File: src/hdl/sound_level_light_mode_controller_unit_macros.svh
// assertion macros for the sound level light mode controller
// clocked on i_clk; SLMC_ASSERT is quiet while the synchronous reset i_rst_n is low
`ifndef SOUND_LEVEL_LIGHT_MODE_CONTROLLER_UNIT_MACROS_SVH
`define SOUND_LEVEL_LIGHT_MODE_CONTROLLER_UNIT_MACROS_SVH

// property checked at every clock edge outside reset
`define SLMC_ASSERT(lbl, prop, msg) \
    lbl: assert property (@(posedge i_clk) disable iff (!i_rst_n) (prop)) else $error(msg);

// property checked at every clock edge, also while reset is held
`define SLMC_ASSERT_NORST(lbl, prop, msg) \
    lbl: assert property (@(posedge i_clk) (prop)) else $error(msg);

`endif

File: src/hdl/slmc_pkg.sv
// shared types and constants for the sound level light mode controller
// no dependencies
package slmc_pkg;

    localparam int CFG_IDX_W     = 3;
    localparam int CFG_DATA_W    = 32;
    localparam int IN_POWER_W    = 32;
    localparam int DUTY_W        = 16;
    localparam int BLEND_INDEX_W = 14;

    typedef enum logic [CFG_IDX_W-1:0] {
        CFG_SLEEP_THRESHOLD    = 3'd0,
        CFG_DANCE_THRESHOLD    = 3'd1,
        CFG_DANCE_HOLD_FRAMES  = 3'd2,
        CFG_SOS_TICKS          = 3'd3,
        CFG_SLEEP_TICKS        = 3'd4,
        CFG_BLEND_TABLE_LENGTH = 3'd5
    } t_cfg_idx;

    typedef enum logic [1:0] {
        MODE_ASLEEP = 2'd0,
        MODE_BLEND  = 2'd1,
        MODE_DANCE  = 2'd2
    } t_mode;

    typedef struct packed {
        logic [31:0] sleep_threshold;
        logic [31:0] dance_threshold;
        logic [15:0] dance_hold_frames;
        logic [15:0] sos_ticks;
        logic [15:0] sleep_ticks;
        logic [15:0] blend_table_length;
    } t_cfg;

    typedef struct packed {
        logic [7:0]  loud_count;
        logic [15:0] quiet_ticks;
        logic        asleep;
        logic [5:0]  tone_run;
        logic [15:0] hold_timer;
        logic [15:0] dance_ticks;
        logic [15:0] blend_pointer;
    } t_state;

    typedef struct packed {
        t_mode                    mode;
        logic [DUTY_W-1:0]        red_duty;
        logic [DUTY_W-1:0]        green_duty;
        logic [DUTY_W-1:0]        blue_duty;
        logic [BLEND_INDEX_W-1:0] blend_index;
        logic                     tone_alert;
        logic                     sos_alert;
    } t_result;

    localparam t_cfg CFG_RESET = '{
        sleep_threshold:    32'd1000,
        dance_threshold:    32'd100000,
        dance_hold_frames:  16'd200,
        sos_ticks:          16'd7500,
        sleep_ticks:        16'd3750,
        blend_table_length: 16'd1024
    };

    localparam logic [5:0] TONE_RUN_LIMIT = 6'd42;

endpackage

File: src/hdl/slmc_step.sv
// next state and result for one request, frame or tick
// depends on slmc_pkg
module slmc_step
    import slmc_pkg::*;
#(
    parameter int BIN_W = 32
) (
    input  t_cfg             i_cfg,
    input  t_state           i_state,
    input  logic             i_func,
    input  logic [BIN_W-1:0] i_bin_one,
    input  logic [BIN_W-1:0] i_bin_two,
    input  logic [BIN_W-1:0] i_bin_three,
    output t_state           o_state,
    output t_result          o_result
);

    localparam logic [IN_POWER_W-3:0] DUTY_CLAMP = (IN_POWER_W-2)'(16'hB000);

    function automatic logic [DUTY_W-1:0] duty_of(input logic [IN_POWER_W-1:0] p);
        logic [IN_POWER_W-3:0] s;
        logic [DUTY_W-1:0]     c;
        s = p[IN_POWER_W-1:2];
        c = (s > DUTY_CLAMP) ? DUTY_CLAMP[DUTY_W-1:0] : s[DUTY_W-1:0];
        return ~c;
    endfunction

    logic [IN_POWER_W-1:0] b0, b1, b2;
    logic [IN_POWER_W-1:0] quarter;
    logic [IN_POWER_W+3:0] b0_x16_ref, b1_x16, b2_x16;
    logic                  loud_any, dominant, all_dance, any_quarter;
    logic [15:0]           bp_inc;
    logic [5:0]            tone_inc;
    t_state                s;
    t_result               r;

    assign b0 = IN_POWER_W'(i_bin_one);
    assign b1 = IN_POWER_W'(i_bin_two);
    assign b2 = IN_POWER_W'(i_bin_three);
    assign quarter = i_cfg.dance_threshold >> 2;

    // shifted compares are done at full width so they cannot wrap
    assign b0_x16_ref = {4'b0000, b0};
    assign b1_x16     = {b1, 4'b0000};
    assign b2_x16     = {b2, 4'b0000};

    assign loud_any = (b0 > i_cfg.sleep_threshold) || (b1 > i_cfg.sleep_threshold)
                   || (b2 > i_cfg.sleep_threshold);
    assign dominant = (b0_x16_ref > b1_x16) && (b0_x16_ref > b2_x16);
    assign all_dance = (b0 > i_cfg.dance_threshold) && (b1 > i_cfg.dance_threshold)
                    && (b2 > i_cfg.dance_threshold);
    assign any_quarter = (b0 > quarter) || (b1 > quarter) || (b2 > quarter);
    assign bp_inc   = i_state.blend_pointer + 16'd1;
    assign tone_inc = i_state.tone_run + 6'd1;

    always_comb begin
        s = i_state;
        r = '{mode: MODE_ASLEEP, default: '0};
        if (i_func) begin
            // timer tick
            if (i_state.loud_count == 8'd0) begin
                s.quiet_ticks = i_state.quiet_ticks + 16'd1;
            end else begin
                s.quiet_ticks = '0;
                s.loud_count  = '0;
            end
            if (s.quiet_ticks > i_cfg.sleep_ticks) begin
                s.asleep = 1'b1;
            end
            s.dance_ticks   = i_state.dance_ticks + 16'd1;
            s.blend_pointer = (bp_inc >= i_cfg.blend_table_length) ? 16'd0 : bp_inc;
            if (s.asleep) begin
                r.mode = MODE_ASLEEP;
            end else if (i_state.hold_timer != 16'd0) begin
                r.mode = MODE_DANCE;
            end else begin
                r.mode = MODE_BLEND;
            end
        end else begin
            // spectral frame
            if (loud_any) begin
                if (i_state.loud_count != 8'hFF) begin
                    s.loud_count = i_state.loud_count + 8'd1;
                end
                s.asleep = 1'b0;
            end
            if (!s.asleep) begin
                if (dominant) begin
                    if (tone_inc == TONE_RUN_LIMIT) begin
                        r.tone_alert = 1'b1;
                        s.tone_run   = '0;
                    end else begin
                        s.tone_run = tone_inc;
                    end
                end else begin
                    s.tone_run = '0;
                end
                if (all_dance || (i_state.hold_timer != 16'd0)) begin
                    if (any_quarter || (i_state.hold_timer == 16'd0)) begin
                        s.hold_timer = i_cfg.dance_hold_frames;
                    end else begin
                        s.hold_timer = i_state.hold_timer - 16'd1;
                    end
                    r.red_duty   = duty_of(b0);
                    r.green_duty = duty_of(b1);
                    r.blue_duty  = duty_of(b2);
                    if (i_state.dance_ticks >= i_cfg.sos_ticks) begin
                        r.sos_alert   = 1'b1;
                        s.dance_ticks = '0;
                    end
                    r.mode = MODE_DANCE;
                end else begin
                    s.hold_timer  = '0;
                    s.dance_ticks = '0;
                    r.mode        = MODE_BLEND;
                end
            end else begin
                s.quiet_ticks = '0;
                s.loud_count  = '0;
            end
        end
        r.blend_index = s.blend_pointer[15:2];
    end

    assign o_state  = s;
    assign o_result = r;

endmodule

File: src/hdl/sound_level_light_mode_controller_unit.sv
// top level of the sound level light mode controller: input register, step logic,
// result register and configuration registers; depends on slmc_pkg, slmc_step
// and the assertion macro header
//
//  channel   direction  handshake                   payload
//  in        input      i_in_valid / o_in_ready     i_func, i_bin_*_power
//  out       output     o_out_valid / i_out_ready   o_mode, o_*_duty, o_blend_index,
//                                                   o_tone_alert, o_sos_alert
//  cfg       input      i_cfg_we                    i_cfg_idx, i_cfg_data
//
// one request per cycle sustained while results are taken; an accepted request passes
// through the input register, then one pass through the step logic into the result
// register, which also updates the block state
// a stalled result holds the result register; the input register still takes a
// request when it is empty, so both stages fill before o_in_ready drops
// synchronous reset clears the state and loads the register defaults; no clearing pass
`include "sound_level_light_mode_controller_unit_macros.svh"

module sound_level_light_mode_controller_unit
    import slmc_pkg::*;
#(
    parameter int POWER_BITS = 32
) (
    input  logic                     i_clk,
    input  logic                     i_rst_n,
    input  logic                     i_cfg_we,
    input  logic [CFG_IDX_W-1:0]     i_cfg_idx,
    input  logic [CFG_DATA_W-1:0]    i_cfg_data,
    input  logic                     i_in_valid,
    output logic                     o_in_ready,
    input  logic                     i_func,
    input  logic [IN_POWER_W-1:0]    i_bin_one_power,
    input  logic [IN_POWER_W-1:0]    i_bin_two_power,
    input  logic [IN_POWER_W-1:0]    i_bin_three_power,
    output logic                     o_out_valid,
    input  logic                     i_out_ready,
    output logic [1:0]               o_mode,
    output logic [DUTY_W-1:0]        o_red_duty,
    output logic [DUTY_W-1:0]        o_green_duty,
    output logic [DUTY_W-1:0]        o_blue_duty,
    output logic [BLEND_INDEX_W-1:0] o_blend_index,
    output logic                     o_tone_alert,
    output logic                     o_sos_alert
);

    // only the low bits of each bin power are significant
    localparam int BIN_W = (POWER_BITS < IN_POWER_W) ? POWER_BITS : IN_POWER_W;

    t_cfg             r_cfg;
    t_state           r_state;
    t_state           n_state;
    t_result          r_res;
    t_result          n_res;
    logic             r_in_valid;
    logic             r_func;
    logic [BIN_W-1:0] r_bin_one, r_bin_two, r_bin_three;
    logic             r_out_valid;
    logic             w_advance;

    assign w_advance  = r_in_valid && (!r_out_valid || i_out_ready);
    assign o_in_ready = !r_in_valid || w_advance;

    always_ff @(posedge i_clk) begin
        if (!i_rst_n) begin
            r_cfg <= CFG_RESET;
        end else if (i_cfg_we) begin
            unique case (t_cfg_idx'(i_cfg_idx))
                CFG_SLEEP_THRESHOLD:    r_cfg.sleep_threshold    <= i_cfg_data[31:0];
                CFG_DANCE_THRESHOLD:    r_cfg.dance_threshold    <= i_cfg_data[31:0];
                CFG_DANCE_HOLD_FRAMES:  r_cfg.dance_hold_frames  <= i_cfg_data[15:0];
                CFG_SOS_TICKS:          r_cfg.sos_ticks          <= i_cfg_data[15:0];
                CFG_SLEEP_TICKS:        r_cfg.sleep_ticks        <= i_cfg_data[15:0];
                CFG_BLEND_TABLE_LENGTH: r_cfg.blend_table_length <= i_cfg_data[15:0];
                default: ;
            endcase
        end
    end

    always_ff @(posedge i_clk) begin
        if (!i_rst_n) begin
            r_in_valid <= 1'b0;
        end else if (o_in_ready) begin
            r_in_valid <= i_in_valid;
        end
    end

    always_ff @(posedge i_clk) begin
        if (o_in_ready && i_in_valid) begin
            r_func      <= i_func;
            r_bin_one   <= i_bin_one_power[BIN_W-1:0];
            r_bin_two   <= i_bin_two_power[BIN_W-1:0];
            r_bin_three <= i_bin_three_power[BIN_W-1:0];
        end
    end

    slmc_step #(
        .BIN_W (BIN_W)
    ) u_step (
        .i_cfg       (r_cfg),
        .i_state     (r_state),
        .i_func      (r_func),
        .i_bin_one   (r_bin_one),
        .i_bin_two   (r_bin_two),
        .i_bin_three (r_bin_three),
        .o_state     (n_state),
        .o_result    (n_res)
    );

    always_ff @(posedge i_clk) begin
        if (!i_rst_n) begin
            r_state     <= '0;
            r_out_valid <= 1'b0;
        end else if (w_advance) begin
            r_state     <= n_state;
            r_out_valid <= 1'b1;
        end else if (i_out_ready) begin
            r_out_valid <= 1'b0;
        end
    end

    always_ff @(posedge i_clk) begin
        if (w_advance) begin
            r_res <= n_res;
        end
    end

    assign o_out_valid   = r_out_valid;
    assign o_mode        = r_res.mode;
    assign o_red_duty    = r_res.red_duty;
    assign o_green_duty  = r_res.green_duty;
    assign o_blue_duty   = r_res.blue_duty;
    assign o_blend_index = r_res.blend_index;
    assign o_tone_alert  = r_res.tone_alert;
    assign o_sos_alert   = r_res.sos_alert;

    // duty values only ever leave in dance mode
    `SLMC_ASSERT(a_duty_only_dance, (o_out_valid && (r_res.mode != MODE_DANCE)) |-> ((o_red_duty == '0) && (o_green_duty == '0) && (o_blue_duty == '0)), "duty output outside dance mode")
    // sos only raised by a dance frame
    `SLMC_ASSERT(a_sos_in_dance, (o_out_valid && o_sos_alert) |-> (r_res.mode == MODE_DANCE), "sos alert outside dance mode")
    // tone alert only while awake
    `SLMC_ASSERT(a_tone_awake, (o_out_valid && o_tone_alert) |-> (r_res.mode != MODE_ASLEEP), "tone alert while asleep")
    // tone run is cleared on reaching its limit, so it never holds the limit
    `SLMC_ASSERT(a_tone_run_below_limit, 1'b1 |-> (r_state.tone_run < TONE_RUN_LIMIT), "tone run reached its limit")
    // state only moves when a request passes into the result register
    `SLMC_ASSERT_NORST(a_state_moves_on_advance, (i_rst_n && $past(i_rst_n) && !$past(w_advance)) |-> $stable(r_state), "state changed without a request")

endmodule

File: config.mk
export PLATFORM = sky130hd
export DESIGN_NAME = sound_level_light_mode_controller_unit
export DESIGN_NICKNAME = d
export VERILOG_FILES = /design/src/hdl/slmc_pkg.sv /design/src/hdl/slmc_step.sv /design/src/hdl/sound_level_light_mode_controller_unit.sv
export VERILOG_INCLUDE_DIRS = /design/src /design/src/hdl
export SDC_FILE = /design/constraint.sdc
export NUM_CORES = 1
export LEC_CHECK = 0
export ABC_AREA = 1
export BUFFER_PORTS_ARGS = -buffer_cell sky130_fd_sc_hd__buf_2
export CAP_MARGIN = 20
export CORE_AREA = 2 2 211 213
export CTS_BUF_LIST = sky130_fd_sc_hd__clkbuf_4 sky130_fd_sc_hd__clkbuf_8
export CTS_CLUSTER_SIZE = 25
export DETAILED_ROUTE_END_ITERATION = 8
export DIE_AREA = 0 0 213 215
export PLACE_DENSITY = 0.79
export SLEW_MARGIN = 10
export SYNTH_ARGS = -nofsm -noshare
export SYNTH_HDL_FRONTEND = slang
export SYNTH_SLANG_ARGS = --single-unit
File: constraint.sdc
create_clock -name i_clk -period 3.2 [get_ports i_clk]
set_input_delay 0.16 -clock i_clk [delete_from_list [all_inputs] [get_ports i_clk]]
set_output_delay 0.16 -clock i_clk [all_outputs]
set_load 0.02 [all_outputs]
==> After elaboration in Yosys (flattened, before gate mapping) <==
Index checks and enable logic that the tools add are counted.
{ "totals": {"output_inout_bits": 68, "regBits": 372} }
{ "op_classes": {"n_reduce_logical": 36, "bitwise_logic": 7, "muxes": 33, "magnitude_cmp": 17, "addsub": 6, "eq_ne": 10} }
{ "ops": {"columns": ["cell", "count"], "rows": [
  ["$gt 32x32->1", 6],
  ["$mux 16", 11],
  ["$gt 32x30->1", 3],
  ["$gt 30x16->1 const B", 3],
  ["$gt 32x36->1", 2],
  ["$mux 50", 1],
  ["$add 16x1->16 const B", 3],
  ["$mux 48", 1],
  ["$not 16->16", 3],
  ["$ge 16x16->1", 2],
  ["$mux 32", 1],
  ["$mux 25", 1],
  ["$mux 24", 1],
  ["$mux 8", 3],
  ["$gt 16x16->1", 1],
  ["$logic_not 16->1", 1],
  ["$reduce_and 2->1", 8],
  ["$reduce_bool 16->1", 1],
  ["$sub 16x1->16 const B", 1],
  ["$mux 6", 2],
  ["$add 8x1->8 const B", 1],
  ["$logic_not 8->1", 1],
  ["$logic_or 1x1->1", 8],
  ["$mux 1", 8],
  ["18 further kinds", 36]
]} }

==> Longest topological paths before layout <==
Gate-level depths: netlist of the first run.
{ "logic_depth": {"ltp_word": 8, "depth_mapped": 23, "ltp_nobuf": 23} }

==> By module <==
Synthesis of the first run repeated with hierarchy kept, for this count alone.
{ "hier_totals": {"hier_cells": 3456, "hier_area_um2": 26163.8} }
{ "by_module_without_submodules": {"columns": ["module", "area_per_inst_um2", "cells_per_inst", "seq_area_each_um2", "n_inst"], "rows": [
  ["sound_level_light_mode_controller_unit", 13162.6, 1315, 9078.7, 1],
  ["slmc_step", 13001.2, 2141, 0.0, 1]
]} }

==> Least setup slack after synthesis of the first run <==
OpenSTA, ideal clock, no wires.
{ "synth_timing": {"kind": "reg2reg", "start": "register r_out_valid, in the netlist o_out_valid", "end": "register r_res, in the netlist o_blend_index[0] (enable)", "t_arrival_ps": 2963, "stages_incl_launch_ff": 6, "required_time_ps": 2744, "setup_slack_ps": -219, "n_path_buf": 2, "synth_period_minus_slack_ps": 3419, "cell_sequence": "dfxtp_1 nand2_1 nand2_1 inv_1 buf_2 clkbuf_1"} }
{ "synth_via": {"elab_chain_len": 3} }
{ "synth_rtl": {"columns": ["item", "line_no", "rtl"], "rows": [
  ["start: declaration", "sound_level_light_mode_controller_unit.sv:57", "logic r_out_valid;"],
  ["start signal: assignment", "sound_level_light_mode_controller_unit.sv:112", "r_out_valid <= 1'b0;"],
  ["start signal: assignment", "sound_level_light_mode_controller_unit.sv:115", "r_out_valid <= 1'b1;"],
  ["start signal: assignment", "sound_level_light_mode_controller_unit.sv:117", "r_out_valid <= 1'b0;"],
  ["$logic_not 1->1", "sound_level_light_mode_controller_unit.sv:60", "assign w_advance = r_in_valid && (!r_out_valid || i_out_ready);"],
  ["$logic_or 1x1->1", "sound_level_light_mode_controller_unit.sv:60", null],
  ["$logic_and 1x1->1", "sound_level_light_mode_controller_unit.sv:60", null],
  ["named net w_advance", "sound_level_light_mode_controller_unit.sv:58", "logic w_advance;"],
  ["end signal: assignment", "sound_level_light_mode_controller_unit.sv:123", "r_res <= n_res;"],
  ["end: declaration", "sound_level_light_mode_controller_unit.sv:52", "t_result r_res;"]
]} }
The timed path passes the listed nets, and every way through them passes these cells.
A chain may end at the register's enable or synchronous reset.

==> run_results.csv, run 1 <==
group,metric,value,unit
status,status,"finished with violations",
status,failed_checks,"negative setup slack",
setup_path,cp-end-kind,"register",
die,rows,77,
setup_path,crit_fanout,3,
job,drv_cap,0,
synthesis,ys_warn_count,0,
power_and_ir_drop,power_density,408,nW/um2
timing,timing.final.crit_period,3280,ps
clocking,cts_buffers,60,
synthesis,synth_ff_type,"dfxtp_1",
route,via_per_inst,5.68,
placement,portBuffers,204,
grt,use_met3,4.69,%
setup_path,path_common_cell,"nand2_2",
placement,place_hpwl,54.3,mm
synthesis,syn_nets,3510,
power_and_ir_drop,p_leak,0.0132,uW
timing,rsz0062_at_grt,"true",
grt,grtUsageMet2,52.7,%
timing,max-slew-margin-rel,36.9,%
clocking,cts-root-buf,"clkbuf_8",
min_path,min-delay-start,"i_cfg_we",
die,start_util,56.2,%
synthesis,ys_types,57,
route,wire_per_inst,18.9,um
grt,busiest_layer,"met2",
clocking,clk_latency,680,ps
clocking,clock_path_buffers,3,
cells_and_area,drive_gt1_share,16.2,%
timing,tns,-129,ps
placement,placed_cells,3748,
placement,place.gp.congestion,0.949,
setup_path,cp_slowest_cell,"dfxtp_2",
timing,fmax,305,MHz
clocking,path_clk_slew,70,ps
grt,grt_pass1_wl,117,mm
setup_path,crit_type,"reg -> reg",
synthesis,ys_ff_latch,372,
synthesis,synth-edff-count,163,
timing,finalWorstSetupSlack,-83.1,ps
timing,setup_viol,2,
grt,use_met1,42.8,%
timing,slew_viol_final,0,
synthesis,async_flop_share,0,%
die,die_h,215,um
route,post-route-drc-count,0,
cells_and_area,num_antenna_cells,0,
route,num_vias,22776,
min_path,hold_class,"in -> reg",
timing,worst_pin_slew,922,ps
route,wirelength,75.9,mm
die,io-pin-count,205,
clocking,cts_htree_levels,2,
synthesis,avgSynthCellArea,8.23,um2
timing,timing.final.crit_share,103,%
route,firstDrtPassIters,6,
synthesis,syn_area,24500,um2
clocking,clock-sinks,372,
synthesis,netlist_instances,2979,
synthesis,yosysSeqAreaShare,37.0,%
die,dieWidth,213,um
setup_path,rr_startpoint,"r_state[55]",
grt,grt_pass1_vias,22032,
setup_path,crit_path_start,"r_state[55]",
cells_and_area,nFillCells,3477,
cells_and_area,final_cells,4011,
die,die_area,45800,um2
setup_path,path_cells,"buf_6 -> nand3_4 -> nor2_2 -> nand2_2 -> nor2_2 -> inv_2 -> nor2_4 -> nand2_2 -> nor2_4 -> nand2_2 -> nor3_2 -> nand3_1 -> and3_4 -> ha_4 -> nand2_2 -> inv_2 -> nand3_2 -> nor3_2 -> buf_4 -> nand2_1 -> nand2_1 -> nand2_2 -> o32ai_2",
power_and_ir_drop,total_power,12000,uW
setup_path,critPathMaxStageDelay,360,ps
setup_path,worst_setup_path_start_kind,"register",
grt,grt_usage,32.6,%
power_and_ir_drop,ir_drop,358,uV
timing,hold_violations,0,
route,drt_iter0_drc,2120,
setup_path,required,3680,ps
setup_path,arrival,3770,ps
route,ant_nets,0,
cells_and_area,nNetsFinal,3904,
grt,grt_antenna_before_repair,3,
grt,grt-ovfl-total,0,
grt,grt_max_degree,72,
die,coreArea,43600,um2
cells_and_area,syn2layout_area_growth,20.0,%
clocking,tritoncts,"built",
timing,skew,37.8,ps
[area by class of cell]
cell class / instances / area [um2] / area share [%]
clock buffer: 81 / 1020 / 3.47
inverter: 358 / 1350 / 4.58
clock inverter: 27 / 216 / 0.736
tap: 592 / 741 / 2.52
multi-input combinational: 2171 / 14000 / 47.6
sequential: 372 / 9100 / 30.9
timing repair buffer: 410 / 3000 / 10.2
[synthesized netlist by cell type (3+ instances only)]
cell type | instances | area (um2)
o21bai_1 | 3 | 22.5
inv_2 | 10 | 37.5
o21ai_1 | 6 | 30.0
xnor2_1 | 5 | 43.8
nand2_1 | 554 | 2080
nor3_2 | 14 | 140
clkbuf_1 | 51 | 191
nand2_2 | 27 | 169
nor3b_1 | 3 | 22.5
buf_2 | 9 | 45.0
nor4_4 | 3 | 63.8
nand3_1 | 95 | 475
nor4_1 | 20 | 125
o21ai_0 | 178 | 891
a21oi_1 | 376 | 1880
buf_12 | 3 | 60.1
xor2_1 | 27 | 236
edfxtp_1 | 163 | 4890
nor2_2 | 9 | 56.3
nor2_1 | 249 | 935
a21o_1 | 8 | 60.1
a211oi_1 | 4 | 30.0
nor3_1 | 26 | 130
inv_1 | 346 | 1300
buf_1 | 4 | 15.0
buf_6 | 10 | 113
and3_1 | 4 | 25.0
o211ai_1 | 30 | 225
dfxtp_1 | 209 | 4180
nand3_2 | 4 | 40.0
nand3b_1 | 9 | 67.6
a21oi_2 | 15 | 131
ha_1 | 394 | 4930
nor2_4 | 4 | 45.0
nand4_1 | 57 | 357
o21a_1 | 17 | 128
nand2_4 | 3 | 33.8
o2111ai_1 | 3 | 26.3
[critical path, delay by kind of cell (launching register included)]
family | cells | cell delay (ps)
flops | 1 | 360
compound gates | 1 | 260
fa+ha+maj | 1 | 270
buf+inv | 4 | 380
simple gates | 17 | 1820
[per-layer routing]
layer | up-vias | wire length [um]
li1 | 11005 | -
met1 | 10562 | 31700
met2 | 972 | 35100
met3 | 231 | 5660
met4 | 6 | 3480
met5 | - | 34
[where the power goes]
| group | internal [uW] | switching (uW) |
|---|---|---|
| clock network | 2320 | 1980 |
| registers | 5210 | 242 |
| logic | 869 | 1390 |
[per-stage QoR]
step           hold WS, ps  setup WS (ps)  cell area [um2]  utilization [%]
3_3_place_gp           336            157            26300             60.2
2_1_floorplan          259            115            24500                -
4_1_cts               29.8           22.1            28900             66.3
5_1_grt                157           -211            29400             67.4
3_5_place_dp           338           28.9            26300             60.2
6_report               135          -83.1            29400             67.4
[registers in the layout (all words and copies together), names as in the netlist]
signal,cells
o_mode,2
o_green_duty,16
r_func,1
r_state,79
r_bin_two,32
o_sos_alert,1
o_red_duty,16
o_blue_duty,16
r_in_valid,1
r_cfg,128
r_bin_one,32
o_out_valid,1
o_tone_alert,1
r_bin_three,32
o_blend_index,14
[path summary, 6_finish.rpt]
kind	to	slack [ps]	depth (start not counted)
min	r_cfg[21]	140	5
max reg2reg	o_mode[0]	-80	23
min reg2reg	r_cfg[48]	460	2
max	o_mode[0]	-80	23
[repair_timing]
action                                 4_1_cts  5_1_grt
endpoints found under the hold margin      232        0
hold buffers                               137        0
setup endpoints to repair                    1       33
pin swaps                                    0       46
setup buffers                                4       14
resized for setup                            1      101
[layout by cell type (no fill, tap or decap), types with 5 or more instances in the layout]
cell type / n
a21o_1: 8
a21oi_1: 368
a21oi_2: 23
buf_12: 5
buf_2: 203
buf_4: 60
clkbuf_4: 15
clkbuf_8: 66
clkinv_1: 5
clkinv_2: 20
dfxtp_1: 203
dlygate4sd3_1: 137
edfxtp_1: 163
ha_1: 388
ha_4: 6
inv_1: 340
inv_2: 14
nand2_1: 543
nand2_2: 37
nand3_1: 78
nand3_2: 17
nand3_4: 5
nand3b_1: 9
nand4_1: 57
nor2_1: 240
nor2_2: 18
nor3_1: 22
nor3_2: 16
nor4_1: 20
o211ai_1: 30
o21a_1: 17
o21ai_0: 170
o21ai_1: 11
xnor2_1: 5
xor2_1: 26
[cells by family after synthesis]
| family | Yosys count | share of synthesized area, % |
|---|---|---|
| buffers and inverters | 436 | 7.28 |
| AO/OA/AOI/OAI | 652 | 14.4 |
| adder cells (fa/ha/maj) | 394 | 20.1 |
| AND/OR/NAND/NOR | 1093 | 20.0 |
| flip-flops | 372 | 37.0 |
| XOR/XNOR | 32 | 1.14 |
(Power assumes the default switching activity.)
==> run 2: changes to the inputs <==
Settings changed: PLACE_DENSITY 0.79 to 0.82.
==> run_results.csv, run 2 (synthesized netlist as in run 1, its figures left out) <==
group,metric,value,unit
cells_and_area,final_common_cell,"nand2_1",
min_path,min-delay-start,"i_cfg_we",
die,rows,77,
placement,placed_cells,3755,
cells_and_area,final_cells,4022,
timing,max-slew-margin-rel,29.1,%
route,via_per_inst,5.67,
power_and_ir_drop,p_leak,0.0132,uW
cells_and_area,syn2layout_area_growth,19.7,%
grt,grt_pass1_vias,21658,
grt,grt_pass1_wl,115,mm
cells_and_area,top_regs,"r_cfg: 128 flops, r_state: 79 flops",
placement,portBuffers,204,
clocking,path_clk_slew,60,ps
power_and_ir_drop,ir_drop,364,uV
timing,slew_viol_final,0,
die,die_area,45800,um2
placement,post-place-ws,-4.14,ps
route,num_vias,22798,
cells_and_area,nNetsFinal,3905,
die,dieWidth,213,um
clocking,clock-sinks,372,
job,drv_cap,0,
timing,skew,45.0,ps
timing,finalWorstSetupSlack,113,ps
grt,grt_usage,31.9,%
timing,fmax,324,MHz
clocking,cts_buffers,67,
power_and_ir_drop,power_density,423,nW/um2
die,io-pin-count,205,
grt,grt_max_degree,157,
clocking,tritoncts,"built",
timing,hold_violations,0,
timing,timing.final.crit_period,3090,ps
grt,grt_antenna_before_repair,2,
grt,grt-ovfl-total,0,
cells_and_area,drive_gt1_share,15.3,%
timing,timing.final.crit_share,96.5,%
setup_path,worst_setup_path_start_kind,"register",
route,wire_per_inst,18.2,um
cells_and_area,largest_reg_flops,128,
route,post-route-drc-count,0,
setup_path,arrival,3610,ps
setup_path,required,3720,ps
setup_path,crit_type,"reg -> reg",
placement,place.gp.congestion,0.978,
cells_and_area,top_register,"r_cfg",
timing,hold_ws,78.2,ps
status,status,"finished clean",
setup_path,crit_fanout,5,
route,wirelength,73.3,mm
cells_and_area,fin_area,29300,um2
die,coreArea,43600,um2
die,start_util,56.2,%
clocking,clock_path_buffers,3,
route,drt_iter0_drc,2303,
setup_path,crit_path_start,"r_state[1]",
route,ant_nets,0,
setup_path,rr_startpoint,"r_state[1]",
route,firstDrtPassIters,6,
clocking,cts_htree_levels,3,
setup_path,cp-end-kind,"register",
timing,worst_pin_slew,1060,ps
placement,placed_cell_area,26400,um2
placement,place_hpwl,50.6,mm
clocking,clk_latency,690,ps
min_path,hold_class,"in -> reg",
timing,setup_viol,0,
die,die_h,215,um
timing,tns,0,ps
cells_and_area,final_cell_mix,"nand2_1, ha_1, a21oi_1, inv_1, nor2_1",
clocking,cts-root-buf,"clkbuf_8",
[run 2: power by group]
| part | internal [uW] | switching, uW | total [uW] |
|---|---|---|---|
| registers | 5210 | 232 | 5450 |
| clock network | 2570 | 2140 | 4710 |
| logic | 870 | 1370 | 2240 |
| total | 8650 | 3750 | 12400 |
[run 2: critical path, stage by stage, from the launching register on]
cell and delay [ps]:
dfxtp_4 380, ha_4 150, nand3_4 90, nor2_4 130, nand2_2 70, nor2_2 130, inv_2 70, nor3_4 140
buf_4 140, xor2_1 150, inv_1 90, ha_1 280, nand4_1 110, nor3_2 210, nand3_1 100, nand2_1 110
inv_2 70, buf_6 130, nand3_1 90, nor2_1 70, a21oi_1 170, nor2_1 50
[run 2: what timing repair did]
item	in CTS	in global routing
resized for setup	5	50
gates cloned	0	1
endpoints found under the hold margin	226	0
pin swaps	1	16
setup endpoints to repair	12	32
buffers inserted	1	5
hold buffers	135	0
[run 2: layer usage]
metal	up-vias	routed length, um	track usage [%]
met2	1117	32700	49.7
met5	-	0	0
met1	10394	30000	42.0
met4	0	3810	16.4
met3	256	6840	6.14
li1	11031	-	-
[run 2: layout make-up]
type,count,area (um2)
clock buffers,98,1180
diodes,3,7.51
well taps,592,741
flip-flops and latches,372,9100
fillers,3345,14300
multi-input cells,2171,13800
inverters,358,1350
repair buffers,404,2950
clock inverters,24,209
[run 2: through the flow]
stage	utilization [%]	total power (uW)
after CTS	66.7	12300
after floorplan	-	6870
after global placement	60.4	7480
after global routing	67.2	12900
final	67.2	12400
after detailed placement	60.4	7550
[run 2: path summary, 6_finish.rpt]
check	to	slack, ps	depth (start not counted)
setup / recovery	r_state[3]	110	21
hold / removal	r_cfg[21]	80	5
setup reg to reg	r_state[3]	110	21
hold reg to reg	r_cfg[13]	460	2
